File: src/rtl/vcsg_pkg.sv
`timescale 1ns / 1ps

package vcsg_pkg;

	// Item codes
	localparam int CMD_W = 3;
	localparam logic [CMD_W-1:0] CMD_TICK         = 3'd0;
	localparam logic [CMD_W-1:0] CMD_SOURCE       = 3'd1;
	localparam logic [CMD_W-1:0] CMD_ARM_STATUS   = 3'd2;
	localparam logic [CMD_W-1:0] CMD_EGRESS_START = 3'd3;
	localparam logic [CMD_W-1:0] CMD_EGRESS_STOP  = 3'd4;

	// Field widths
	localparam int VEL_W   = 16;
	localparam int LIM_W   = 15;
	localparam int MS_W    = 16;
	localparam int STAMP_W = 32;
	localparam int IDENT_W = 32;

	// Configuration port
	localparam int CFG_IDX_W  = 3;
	localparam int CFG_DATA_W = 16;
	localparam logic [CFG_IDX_W-1:0] REG_SOURCE_TIMEOUT = 3'd0;
	localparam logic [CFG_IDX_W-1:0] REG_REQUIRE_STOWED = 3'd1;
	localparam logic [CFG_IDX_W-1:0] REG_STATUS_TIMEOUT = 3'd2;
	localparam logic [CFG_IDX_W-1:0] REG_MAX_LIN_SPEED  = 3'd3;
	localparam logic [CFG_IDX_W-1:0] REG_MAX_TURN_RATE  = 3'd4;
	localparam logic [CFG_IDX_W-1:0] REG_MAX_LIN_ACCEL  = 3'd5;
	localparam logic [CFG_IDX_W-1:0] REG_MAX_TURN_ACCEL = 3'd6;

	// Register reset values
	localparam logic [MS_W-1:0]  RST_SOURCE_TIMEOUT = 16'd200;
	localparam logic [MS_W-1:0]  RST_STATUS_TIMEOUT = 16'd200;
	localparam logic [LIM_W-1:0] RST_MAX_LIN_SPEED  = 15'd500;
	localparam logic [LIM_W-1:0] RST_MAX_TURN_RATE  = 15'd400;
	localparam logic [MS_W-1:0]  RST_MAX_LIN_ACCEL  = 16'd500;
	localparam logic [MS_W-1:0]  RST_MAX_TURN_ACCEL = 16'd400;

	// Saturation points
	localparam logic [MS_W-1:0] ELAPSED_MAX = 16'hFFFF;
	localparam logic [MS_W-1:0] CHANGE_MAX  = 16'hFFFF;

	// floor(p / 1000) = (p * 274877907) >> 38, exact for all p below 2^32
	localparam int PROD_W      = 32;
	localparam int RECIP_W     = 29;
	localparam int RECIP_SHIFT = 38;
	localparam int FULL_W      = PROD_W + RECIP_W;
	localparam int QUOT_W      = FULL_W - RECIP_SHIFT;
	localparam logic [RECIP_W-1:0] DIV1000_MUL = 29'd274877907;

	typedef struct packed {
		logic [MS_W-1:0]  source_timeout;
		logic             require_stowed;
		logic [MS_W-1:0]  status_timeout;
		logic [LIM_W-1:0] max_lin_speed;
		logic [LIM_W-1:0] max_turn_rate;
		logic [MS_W-1:0]  max_lin_accel;
		logic [MS_W-1:0]  max_turn_accel;
	} cfg_t;

endpackage

File: src/rtl/vcsg_in_if.sv
`timescale 1ns / 1ps

// Input channel: one event word per handshake
interface vcsg_in_if;
	logic                                 valid;
	logic                                 ready;
	logic [vcsg_pkg::CMD_W-1:0]           command;
	logic [vcsg_pkg::STAMP_W-1:0]         time_ms;
	logic signed [vcsg_pkg::VEL_W-1:0]    linear_command;
	logic signed [vcsg_pkg::VEL_W-1:0]    angular_command;
	logic                                 command_planar_ok;
	logic [vcsg_pkg::IDENT_W-1:0]         status_boot_id;
	logic [vcsg_pkg::IDENT_W-1:0]         status_sequence;
	logic                                 status_semantics_ok;
	logic [vcsg_pkg::LIM_W-1:0]           egress_speed_in;

	modport source (
		output valid, command, time_ms, linear_command, angular_command,
			command_planar_ok, status_boot_id, status_sequence,
			status_semantics_ok, egress_speed_in,
		input  ready
	);
	modport sink (
		input  valid, command, time_ms, linear_command, angular_command,
			command_planar_ok, status_boot_id, status_sequence,
			status_semantics_ok, egress_speed_in,
		output ready
	);
endinterface

File: src/rtl/vcsg_out_if.sv
`timescale 1ns / 1ps

// Output channel: one published velocity word per handshake
interface vcsg_out_if;
	logic                              valid;
	logic                              ready;
	logic signed [vcsg_pkg::VEL_W-1:0] linear_out;
	logic signed [vcsg_pkg::VEL_W-1:0] angular_out;

	modport source (output valid, linear_out, angular_out, input ready);
	modport sink   (input valid, linear_out, angular_out, output ready);
endinterface

File: src/rtl/vcsg_cfg_regs.sv
`timescale 1ns / 1ps

module vcsg_cfg_regs (
	input  logic                             clk,
	input  logic                             arst_n,
	input  logic                             cfg_wr_en,
	input  logic [vcsg_pkg::CFG_IDX_W-1:0]   cfg_index,
	input  logic [vcsg_pkg::CFG_DATA_W-1:0]  cfg_wdata,
	output vcsg_pkg::cfg_t                   cfg
);
	import vcsg_pkg::*;

	cfg_t cfg_q;

	// Register file, writes to unused indexes are dropped
	always_ff @(posedge clk or negedge arst_n) begin
		if (!arst_n) begin
			cfg_q.source_timeout <= RST_SOURCE_TIMEOUT;
			cfg_q.require_stowed <= 1'b0;
			cfg_q.status_timeout <= RST_STATUS_TIMEOUT;
			cfg_q.max_lin_speed  <= RST_MAX_LIN_SPEED;
			cfg_q.max_turn_rate  <= RST_MAX_TURN_RATE;
			cfg_q.max_lin_accel  <= RST_MAX_LIN_ACCEL;
			cfg_q.max_turn_accel <= RST_MAX_TURN_ACCEL;
		end else if (cfg_wr_en) begin
			case (cfg_index)
				REG_SOURCE_TIMEOUT: cfg_q.source_timeout <= cfg_wdata[MS_W-1:0];
				REG_REQUIRE_STOWED: cfg_q.require_stowed <= cfg_wdata[0];
				REG_STATUS_TIMEOUT: cfg_q.status_timeout <= cfg_wdata[MS_W-1:0];
				REG_MAX_LIN_SPEED:  cfg_q.max_lin_speed  <= cfg_wdata[LIM_W-1:0];
				REG_MAX_TURN_RATE:  cfg_q.max_turn_rate  <= cfg_wdata[LIM_W-1:0];
				REG_MAX_LIN_ACCEL:  cfg_q.max_lin_accel  <= cfg_wdata[MS_W-1:0];
				REG_MAX_TURN_ACCEL: cfg_q.max_turn_accel <= cfg_wdata[MS_W-1:0];
				default: ;
			endcase
		end
	end

	assign cfg = cfg_q;

endmodule

File: src/rtl/vcsg_slew.sv
`timescale 1ns / 1ps

// One axis of the slew limiter: step limit from accel*elapsed, then a
// clamped move from the current value towards the target.
module vcsg_slew (
	input  logic [vcsg_pkg::PROD_W-1:0]       product,
	input  logic signed [vcsg_pkg::VEL_W-1:0] target,
	input  logic signed [vcsg_pkg::VEL_W-1:0] current,
	output logic signed [vcsg_pkg::VEL_W-1:0] result
);
	import vcsg_pkg::*;

	localparam int DIFF_W = VEL_W + 2;

	logic [FULL_W-1:0]        full;
	logic [QUOT_W-1:0]        quot;
	logic [MS_W-1:0]          step_lim;
	logic signed [DIFF_W-1:0] diff;
	logic signed [DIFF_W-1:0] lim_pos;
	logic signed [DIFF_W-1:0] lim_neg;
	logic signed [DIFF_W-1:0] step;
	logic signed [DIFF_W-1:0] sum;

	// Divide by 1000 through the reciprocal, saturate the step
	assign full     = FULL_W'(product) * FULL_W'(DIV1000_MUL);
	assign quot     = full[FULL_W-1:RECIP_SHIFT];
	assign step_lim = ((quot >> MS_W) != '0) ? CHANGE_MAX : quot[MS_W-1:0];

	// Clamp the difference to +/- step limit
	always_comb begin
		diff    = DIFF_W'(target) - DIFF_W'(current);
		lim_pos = signed'({2'b00, step_lim});
		lim_neg = -lim_pos;
		if (diff > lim_pos) begin
			step = lim_pos;
		end else if (diff < lim_neg) begin
			step = lim_neg;
		end else begin
			step = diff;
		end
		sum = DIFF_W'(current) + step;
	end

	assign result = signed'(sum[VEL_W-1:0]);

endmodule

File: src/rtl/velocity_command_safety_gate.sv
`timescale 1ns / 1ps

// Safety gate for a two-axis velocity command.
// cmd carries event words (tick, source command, arm status, egress start,
// egress stop) with a millisecond timestamp; vel carries published
// linear/angular velocities. A word is moved when valid and ready are high.
// Registers are written through cfg_wr_en/cfg_index/cfg_wdata; the user
// must write them only while the block is idle (not enforced by the block).
// Throughput: one event word per cycle unless a word with a result meets
// a stalled receiver. Each accepted word sits in the input register, where
// its state update, clamp and slew are done; any result goes on to the
// output register. The accel*elapsed product is formed as the word enters;
// the divide by 1000 (a reciprocal multiply) and the clamp follow there.
// Reset clears gate state and valid flags, loads register defaults; no clearing pass.
// If the receiver stalls with a result pending, the input register holds
// the next word and cmd.ready drops only once that word also has a result
// to deliver; words that give no result keep flowing.
module velocity_command_safety_gate #(
	parameter int TIME_BITS = 32
) (
	input  logic                            clk,
	input  logic                            arst_n,
	vcsg_in_if.sink                         cmd,
	vcsg_out_if.source                      vel,
	input  logic                            cfg_wr_en,
	input  logic [vcsg_pkg::CFG_IDX_W-1:0]  cfg_index,
	input  logic [vcsg_pkg::CFG_DATA_W-1:0] cfg_wdata
);
	import vcsg_pkg::*;

	cfg_t cfg;

	// Input register
	logic                    valid_s1;
	logic [CMD_W-1:0]        command_s1;
	logic [TIME_BITS-1:0]    now_s1;
	logic signed [VEL_W-1:0] lin_cmd_s1;
	logic signed [VEL_W-1:0] ang_cmd_s1;
	logic                    planar_ok_s1;
	logic [IDENT_W-1:0]      boot_s1;
	logic [IDENT_W-1:0]      seq_s1;
	logic                    sem_ok_s1;
	logic [LIM_W-1:0]        egress_speed_s1;
	logic [PROD_W-1:0]       p_lin_s1;
	logic [PROD_W-1:0]       p_ang_s1;

	// Gate state
	logic                    have_source_q;
	logic                    source_ok_q;
	logic                    source_active_q;
	logic signed [VEL_W-1:0] held_linear_q;
	logic signed [VEL_W-1:0] held_angular_q;
	logic [TIME_BITS-1:0]    source_time_q;
	logic                    have_status_q;
	logic                    status_ok_q;
	logic [IDENT_W-1:0]      stored_boot_q;
	logic [IDENT_W-1:0]      stored_seq_q;
	logic [TIME_BITS-1:0]    status_time_q;
	logic                    egress_active_q;
	logic [LIM_W-1:0]        egress_speed_q;
	logic signed [VEL_W-1:0] prev_linear_q;
	logic signed [VEL_W-1:0] prev_angular_q;
	logic [TIME_BITS-1:0]    output_time_q;
	logic [TIME_BITS-1:0]    suppress_until_q;
	logic                    suppress_valid_q;

	// Output register
	logic                    vel_valid_q;
	logic signed [VEL_W-1:0] vel_lin_q;
	logic signed [VEL_W-1:0] vel_ang_q;

	logic                    is_tick;
	logic                    is_start;
	logic                    is_stop;
	logic                    fire;
	logic                    go;
	logic                    res_n;
	logic signed [VEL_W-1:0] res_lin;
	logic signed [VEL_W-1:0] res_ang;
	logic                    allowed;
	logic                    suppressed;
	logic                    seq_ok;
	logic [TIME_BITS-1:0]    ahead;
	logic signed [VEL_W-1:0] tgt_lin;
	logic signed [VEL_W-1:0] tgt_ang;
	logic signed [VEL_W-1:0] slew_lin;
	logic signed [VEL_W-1:0] slew_ang;
	logic [TIME_BITS-1:0]    now_in;
	logic [TIME_BITS-1:0]    out_time_nx;
	logic [TIME_BITS-1:0]    el_diff;
	logic [MS_W-1:0]         el_in;
	logic [PROD_W-1:0]       p_lin_in;
	logic [PROD_W-1:0]       p_ang_in;

	function automatic logic age_ok(input logic [TIME_BITS-1:0] age,
			input logic [MS_W-1:0] lim);
		return ((age >> MS_W) == '0) && (age[MS_W-1:0] <= lim);
	endfunction

	function automatic logic signed [VEL_W-1:0] clamp_lim(
			input logic signed [VEL_W-1:0] v, input logic [LIM_W-1:0] lim);
		logic signed [VEL_W-1:0] hi;
		logic signed [VEL_W-1:0] lo;
		hi = signed'({1'b0, lim});
		lo = -hi;
		if (v > hi) return hi;
		if (v < lo) return lo;
		return v;
	endfunction

	vcsg_cfg_regs u_cfg (
		.clk       (clk),
		.arst_n    (arst_n),
		.cfg_wr_en (cfg_wr_en),
		.cfg_index (cfg_index),
		.cfg_wdata (cfg_wdata),
		.cfg       (cfg)
	);

	// Entry: elapsed time against the output time as the word in flight
	// leaves it, then accel * elapsed per axis
	assign now_in      = TIME_BITS'(cmd.time_ms);
	assign out_time_nx = (fire && (is_tick || (is_start && !egress_active_q))) ?
		now_s1 : output_time_q;
	assign el_diff     = now_in - out_time_nx;
	assign el_in       = ((el_diff >> MS_W) != '0) ? ELAPSED_MAX : el_diff[MS_W-1:0];
	assign p_lin_in    = PROD_W'(cfg.max_lin_accel) * PROD_W'(el_in);
	assign p_ang_in    = PROD_W'(cfg.max_turn_accel) * PROD_W'(el_in);

	// Handshake
	assign go        = !res_n || !vel_valid_q || vel.ready;
	assign fire      = valid_s1 && go;
	assign cmd.ready = !valid_s1 || go;

	always_ff @(posedge clk or negedge arst_n) begin
		if (!arst_n) begin
			valid_s1 <= 1'b0;
		end else if (cmd.ready) begin
			valid_s1 <= cmd.valid;
		end
	end

	always_ff @(posedge clk) begin
		if (cmd.ready) begin
			command_s1      <= cmd.command;
			now_s1          <= now_in;
			lin_cmd_s1      <= cmd.linear_command;
			ang_cmd_s1      <= cmd.angular_command;
			planar_ok_s1    <= cmd.command_planar_ok;
			boot_s1         <= cmd.status_boot_id;
			seq_s1          <= cmd.status_sequence;
			sem_ok_s1       <= cmd.status_semantics_ok;
			egress_speed_s1 <= cmd.egress_speed_in;
			p_lin_s1        <= p_lin_in;
			p_ang_s1        <= p_ang_in;
		end
	end

	// Decode and checks
	assign is_tick   = (command_s1 == CMD_TICK);
	assign is_start  = (command_s1 == CMD_EGRESS_START);
	assign is_stop   = (command_s1 == CMD_EGRESS_STOP);

	assign allowed = have_source_q && source_ok_q &&
		age_ok(now_s1 - source_time_q, cfg.source_timeout) &&
		(!cfg.require_stowed || (have_status_q && status_ok_q &&
		age_ok(now_s1 - status_time_q, cfg.status_timeout)));

	assign ahead      = suppress_until_q - now_s1;
	assign suppressed = suppress_valid_q && (ahead != '0) && ((ahead >> MS_W) == '0);

	assign seq_ok = (boot_s1 != '0) && (seq_s1 != '0) &&
		!(have_status_q && (boot_s1 == stored_boot_q) && (seq_s1 <= stored_seq_q));

	// Slew targets: reverse egress speed with no turn, else clamped command
	assign tgt_lin = egress_active_q ? -signed'({1'b0, egress_speed_q}) :
		clamp_lim(held_linear_q, cfg.max_lin_speed);
	assign tgt_ang = egress_active_q ? '0 : clamp_lim(held_angular_q, cfg.max_turn_rate);

	vcsg_slew u_slew_lin (
		.product (p_lin_s1),
		.target  (tgt_lin),
		.current (prev_linear_q),
		.result  (slew_lin)
	);

	vcsg_slew u_slew_ang (
		.product (p_ang_s1),
		.target  (tgt_ang),
		.current (prev_angular_q),
		.result  (slew_ang)
	);

	// Result selection
	always_comb begin
		res_n   = 1'b0;
		res_lin = '0;
		res_ang = '0;
		if (valid_s1 && is_tick) begin
			if (egress_active_q || allowed) begin
				res_n   = 1'b1;
				res_lin = slew_lin;
				res_ang = slew_ang;
			end else if (source_active_q) begin
				res_n = 1'b1;
			end
		end else if (valid_s1 && is_stop && egress_active_q) begin
			res_n = 1'b1;
		end
	end

	// State update
	always_ff @(posedge clk or negedge arst_n) begin
		if (!arst_n) begin
			have_source_q    <= 1'b0;
			source_ok_q      <= 1'b0;
			source_active_q  <= 1'b0;
			held_linear_q    <= '0;
			held_angular_q   <= '0;
			source_time_q    <= '0;
			have_status_q    <= 1'b0;
			status_ok_q      <= 1'b0;
			stored_boot_q    <= '0;
			stored_seq_q     <= '0;
			status_time_q    <= '0;
			egress_active_q  <= 1'b0;
			egress_speed_q   <= '0;
			prev_linear_q    <= '0;
			prev_angular_q   <= '0;
			output_time_q    <= '0;
			suppress_until_q <= '0;
			suppress_valid_q <= 1'b0;
		end else if (fire) begin
			case (command_s1)
				CMD_TICK: begin
					if (egress_active_q) begin
						prev_linear_q  <= slew_lin;
						prev_angular_q <= slew_ang;
					end else if (allowed) begin
						prev_linear_q   <= slew_lin;
						prev_angular_q  <= slew_ang;
						source_active_q <= 1'b1;
					end else if (source_active_q) begin
						source_active_q <= 1'b0;
						prev_linear_q   <= '0;
						prev_angular_q  <= '0;
					end
					output_time_q <= now_s1;
				end
				CMD_SOURCE: begin
					if (!egress_active_q && !suppressed) begin
						held_linear_q  <= lin_cmd_s1;
						held_angular_q <= ang_cmd_s1;
						source_ok_q    <= planar_ok_s1;
						have_source_q  <= 1'b1;
						source_time_q  <= now_s1;
					end
				end
				CMD_ARM_STATUS: begin
					have_status_q <= 1'b1;
					status_time_q <= now_s1;
					status_ok_q   <= seq_ok && sem_ok_s1;
					if (seq_ok) begin
						stored_boot_q <= boot_s1;
						stored_seq_q  <= seq_s1;
					end
				end
				CMD_EGRESS_START: begin
					if (!egress_active_q) begin
						egress_active_q <= 1'b1;
						egress_speed_q  <= egress_speed_s1;
						source_active_q <= 1'b0;
						have_source_q   <= 1'b0;
						source_ok_q     <= 1'b0;
						prev_linear_q   <= '0;
						prev_angular_q  <= '0;
						output_time_q   <= now_s1;
					end
				end
				CMD_EGRESS_STOP: begin
					if (egress_active_q) begin
						egress_active_q  <= 1'b0;
						source_active_q  <= 1'b0;
						have_source_q    <= 1'b0;
						source_ok_q      <= 1'b0;
						prev_linear_q    <= '0;
						prev_angular_q   <= '0;
						suppress_until_q <= now_s1 + TIME_BITS'(cfg.source_timeout);
						suppress_valid_q <= 1'b1;
					end
				end
				default: ;
			endcase
		end
	end

	// Output register
	always_ff @(posedge clk or negedge arst_n) begin
		if (!arst_n) begin
			vel_valid_q <= 1'b0;
		end else if (fire && res_n) begin
			vel_valid_q <= 1'b1;
		end else if (vel.ready) begin
			vel_valid_q <= 1'b0;
		end
	end

	always_ff @(posedge clk) begin
		if (fire && res_n) begin
			vel_lin_q <= res_lin;
			vel_ang_q <= res_ang;
		end
	end

	assign vel.valid       = vel_valid_q;
	assign vel.linear_out  = vel_lin_q;
	assign vel.angular_out = vel_ang_q;

endmodule
File: src/flat_wrapper.sv
// flat-port wrapper written by rule: the top's interface ports become plain ports
module velocity_command_safety_gate_flat import vcsg_pkg::*;
#(
	parameter int TIME_BITS = 32
)
  (clk, arst_n, cfg_wr_en, cfg_index, cfg_wdata, cmd_valid, cmd_command, cmd_time_ms, cmd_linear_command, cmd_angular_command, cmd_command_planar_ok, cmd_status_boot_id, cmd_status_sequence, cmd_status_semantics_ok, cmd_egress_speed_in, cmd_ready, vel_valid, vel_linear_out, vel_angular_out, vel_ready);
  vcsg_in_if cmd_i ();
  vcsg_out_if vel_i ();
  input  logic clk;
  input  logic arst_n;
  input  logic cfg_wr_en;
  input  logic [vcsg_pkg::CFG_IDX_W-1:0] cfg_index;
  input  logic [vcsg_pkg::CFG_DATA_W-1:0] cfg_wdata;
  input wire logic [$bits(cmd_i.valid)-1:0] cmd_valid;
  input wire logic [$bits(cmd_i.command)-1:0] cmd_command;
  input wire logic [$bits(cmd_i.time_ms)-1:0] cmd_time_ms;
  input wire logic [$bits(cmd_i.linear_command)-1:0] cmd_linear_command;
  input wire logic [$bits(cmd_i.angular_command)-1:0] cmd_angular_command;
  input wire logic [$bits(cmd_i.command_planar_ok)-1:0] cmd_command_planar_ok;
  input wire logic [$bits(cmd_i.status_boot_id)-1:0] cmd_status_boot_id;
  input wire logic [$bits(cmd_i.status_sequence)-1:0] cmd_status_sequence;
  input wire logic [$bits(cmd_i.status_semantics_ok)-1:0] cmd_status_semantics_ok;
  input wire logic [$bits(cmd_i.egress_speed_in)-1:0] cmd_egress_speed_in;
  output wire logic [$bits(cmd_i.ready)-1:0] cmd_ready;
  output wire logic [$bits(vel_i.valid)-1:0] vel_valid;
  output wire logic [$bits(vel_i.linear_out)-1:0] vel_linear_out;
  output wire logic [$bits(vel_i.angular_out)-1:0] vel_angular_out;
  input wire logic [$bits(vel_i.ready)-1:0] vel_ready;
  assign cmd_i.valid = cmd_valid;
  assign cmd_i.command = cmd_command;
  assign cmd_i.time_ms = cmd_time_ms;
  assign cmd_i.linear_command = cmd_linear_command;
  assign cmd_i.angular_command = cmd_angular_command;
  assign cmd_i.command_planar_ok = cmd_command_planar_ok;
  assign cmd_i.status_boot_id = cmd_status_boot_id;
  assign cmd_i.status_sequence = cmd_status_sequence;
  assign cmd_i.status_semantics_ok = cmd_status_semantics_ok;
  assign cmd_i.egress_speed_in = cmd_egress_speed_in;
  assign cmd_ready = cmd_i.ready;
  assign vel_valid = vel_i.valid;
  assign vel_linear_out = vel_i.linear_out;
  assign vel_angular_out = vel_i.angular_out;
  assign vel_i.ready = vel_ready;
  velocity_command_safety_gate #(.TIME_BITS(TIME_BITS)) u_core (.clk(clk), .arst_n(arst_n), .cmd(cmd_i), .vel(vel_i), .cfg_wr_en(cfg_wr_en), .cfg_index(cfg_index), .cfg_wdata(cfg_wdata));
endmodule
File: config.mk
export PLATFORM = sky130hd
export DESIGN_NAME = velocity_command_safety_gate_flat
export DESIGN_NICKNAME = d
export VERILOG_FILES = /design/src/rtl/vcsg_pkg.sv /design/src/rtl/vcsg_in_if.sv /design/src/rtl/vcsg_out_if.sv /design/src/rtl/vcsg_cfg_regs.sv /design/src/rtl/vcsg_slew.sv /design/src/rtl/velocity_command_safety_gate.sv /design/src/flat_wrapper.sv
export SDC_FILE = /design/constraint.sdc
export NUM_CORES = 2
export LEC_CHECK = 0
export BUFFER_PORTS_ARGS = -buffer_cell sky130_fd_sc_hd__buf_2
export CAP_MARGIN = 40
export CORE_UTILIZATION = 50
export CTS_CLUSTER_SIZE = 30
export DETAILED_ROUTE_END_ITERATION = 12
export PLACE_DENSITY = 0.65
export SETUP_SLACK_MARGIN = 0.3
export SLEW_MARGIN = 20
export SYNTH_ARGS = -nofsm -noshare
export SYNTH_HDL_FRONTEND = slang
export SYNTH_SLANG_ARGS = --single-unit
File: constraint.sdc
create_clock -name clk -period 22.6 [get_ports clk]
set_input_delay 1.13 -clock clk [delete_from_list [all_inputs] [get_ports clk]]
set_output_delay 1.13 -clock clk [all_outputs]
set_load 0.02 [all_outputs]
==> impl_metrics.json <==
{
  "drv_slew": 0,
  "clockBufferDepth": 3,
  "fillers": 15100,
  "wl_met2_mm": 107,
  "reg2regPathDepth": 63,
  "cts_tree": "built",
  "multi_input_area_sq_um": 61400,
  "floorplan.initialDensity_pct": 50.4,
  "crit_arrival_ns": 18.17,
  "yosysSeqAreaShare_pct": 19.6,
  "synth_nets": 11300,
  "synth_cell_types": 87,
  "finalNetCount": 11400,
  "finalSetupViolations": 0,
  "drt_iter0_markers": 4197,
  "min_path_type": "in2async",
  "grt_usage_pct": 26.6,
  "antenna_found_initial": 5,
  "cts_sinks": 619,
  "core_area_sq_um": 169000,
  "placed_area_sq_um": 89100,
  "syn-cell-area_sq_um": 85300,
  "finalCritPeriodShare_pct": 78.5,
  "routed-wl-met3_mm": 10.7,
  "row_count": 151,
  "drive_gt1_share_pct": 8.29,
  "wl_per_cell_um": 20.2,
  "yosysWarnings": 0,
  "ant_nets": 0,
  "fin_setup_tns_ns": 0,
  "wirelength_mm": 226,
  "critPathCaptureType": "flop",
  "synth_cells": 8709,
  "synth_flop_cell": "dfrtp_1",
  "synth_area_per_cell_sq_um": 9.80,
  "design.portCount": 206,
  "maxCapViolCount": 0,
  "grt_pass1_vias": 66200,
  "slew_headroom_pct": 37.9,
  "grt_start_max_net_pins": 165,
  "clk_pin_slew_worst_paths_ns": 0.06,
  "top_layer_used": "met5",
  "fin_crit_ns": 17.75,
  "cts-root-buf": "clkbuf_16",
  "clk_latency_ns": 0.67,
  "regArea_sq_um": 16700,
  "holdBufCountCts": 0,
  "area_growth_pct": 7.72,
  "wl_met1_mm": 101,
  "cts_buffers": 74,
  "cp_max_fo": 164,
  "fmax_mhz": 56.3,
  "htreeDepth": 3,
  "cts_setup_buffers": 0,
  "tightest_slew_ns": 0.932,
  "ys_ff_latch": 619,
  "chipHeight_um": 415,
  "rsz0062_at_grt": "no",
  "dp_slack_ns": 5.02,
  "hold_viol_final": 0,
  "slowest_stage": "a2111oi_0",
  "dr_total_vias": 63100,
  "mostFrequentLayoutCells": "inv_1 (1689), ha_1 (1381), fa_1 (992)",
  "die-area_sq_um": 172000,
  "critPathKind": "reg2reg",
  "cp_slowest_stage_delay_ns": 0.63,
  "whs_ns": 0.420,
  "synth_edf_count": 244,
  "grt_pass1_wl_mm": 364,
  "dp_hpwl_mm": 181,
  "overflow": 0,
  "mostFrequentLayoutCell": "inv_1",
  "drc": 0,
  "async_flop_share_pct": 60.6,
  "design_area_sq_um": 91900,
  "vias_per_cell": 5.66,
  "outcome": "finished, final reports clean",
  "cp_common_cell": "fa_1",
  "drt_pass1_iterations": 5,
  "place_congestion": 0.941,
  "finalClockSkew_ns": 0.0241,
  "cts_resized": 0,
  "critPathLaunchType": "flop",
  "portBuffers": 205,
  "fin_ws_ns": 4.85,
  "dieWidth_um": 415,
  "worstPathRequired_ns": 23.02
}
metrics by stage:
stage	cells	util, %
after floorplan	8709	-
after global routing	11100	54.2
after CTS	11100	54.1
after detailed placement	11000	52.6
final	11200	54.2
after global placement	11000	52.5
layer usage:
layer	track usage (%)	up-vias
li1	-	29700
met1	36.1	31600
met2	44.5	1605
met3	2.96	316
met4	8.31	6
met5	0	-
final cells by class:
type / instances / share of cell area (%)
clock buffer: 103 / 2.33
clock inverter: 34 / 0.449
inverter: 1689 / 6.90
sequential: 619 / 18.2
tap: 2218 / 3.02
timing repair buffer: 319 / 2.27
multi-input combinational: 6165 / 66.8
antenna: 3 / 0.00817
path summary, 6_finish.rpt:
path / startpoint / slack, ns / endpoint
min reg2reg: u_core.suppress_valid_q / 0.47 / u_core.suppress_valid_q
min in group clk: u_core.suppress_valid_q / 0.47 / u_core.suppress_valid_q
max in group asynchronous: arst_n / 20.19 / u_core.u_cfg.cfg[20]
min: arst_n / 0.42 / u_core.suppress_until_q[24]
max: u_core.now_s1[0] / 4.85 / u_core.p_lin_s1[30]
max reg2reg: u_core.now_s1[0] / 4.85 / u_core.p_lin_s1[30]
state kept, by name (all words and copies together) (netlist names), 15 cells and up:
| register | count |
|---|---|
| u_core.u_cfg.cfg | 95 |
| u_core.boot_s1 | 32 |
| u_core.now_s1 | 32 |
| u_core.output_time_q | 32 |
| u_core.p_ang_s1 | 32 |
| u_core.p_lin_s1 | 32 |
| u_core.seq_s1 | 32 |
| u_core.source_time_q | 32 |
| u_core.status_time_q | 32 |
| u_core.stored_boot_q | 32 |
| u_core.stored_seq_q | 32 |
| u_core.suppress_until_q | 32 |
| u_core.ang_cmd_s1 | 16 |
| u_core.held_angular_q | 16 |
| u_core.held_linear_q | 16 |
| u_core.lin_cmd_s1 | 16 |
| u_core.prev_angular_q | 16 |
| u_core.prev_linear_q | 16 |
| u_core.vel.angular_out | 16 |
| u_core.vel.linear_out | 16 |
| u_core.egress_speed_q | 15 |
| u_core.egress_speed_s1 | 15 |
synth_stat cells (98+ instances only):
master | n | area, sq um
clkbuf_1 | 191 | 717
nor2_1 | 305 | 1140
nand3_1 | 125 | 626
dfrtp_1 | 351 | 8780
inv_1 | 1689 | 6340
o21a_1 | 238 | 1790
edfxtp_1 | 244 | 7330
xnor2_1 | 235 | 2060
a21o_1 | 119 | 893
fa_1 | 992 | 19900
mux2_2 | 205 | 2310
nor3_1 | 119 | 596
and2_1 | 98 | 613
nand2_1 | 452 | 1700
o21ai_0 | 421 | 2110
ha_1 | 1381 | 17300
a21oi_1 | 351 | 1760
worst max-delay path, delay by kind of cell (launching register included):
| family | cells | cell delay (ns) |
|---|---|---|
| flops | 1 | 0.46 |
| compound gates | 25 | 6.03 |
| fa+ha+maj | 12 | 4.68 |
| simple gates | 13 | 3.82 |
| buf+inv | 9 | 1.28 |
| xor+xnor | 2 | 0.25 |
| mux | 2 | 0.78 |
logic make-up after synthesis:
kind of cell / count (synthesis) / share of synthesized area, %
buf+inv: 1925 / 8.70
xor+xnor: 324 / 3.33
mux: 267 / 3.44
flops: 619 / 19.6
simple gates: 1539 / 8.88
compound gates: 1662 / 12.5
fa+ha+maj: 2373 / 43.5
Power is left out: the tool's default activity adds up to more than one toggle a clock period on the data nets, which glitch-free logic cannot reach.
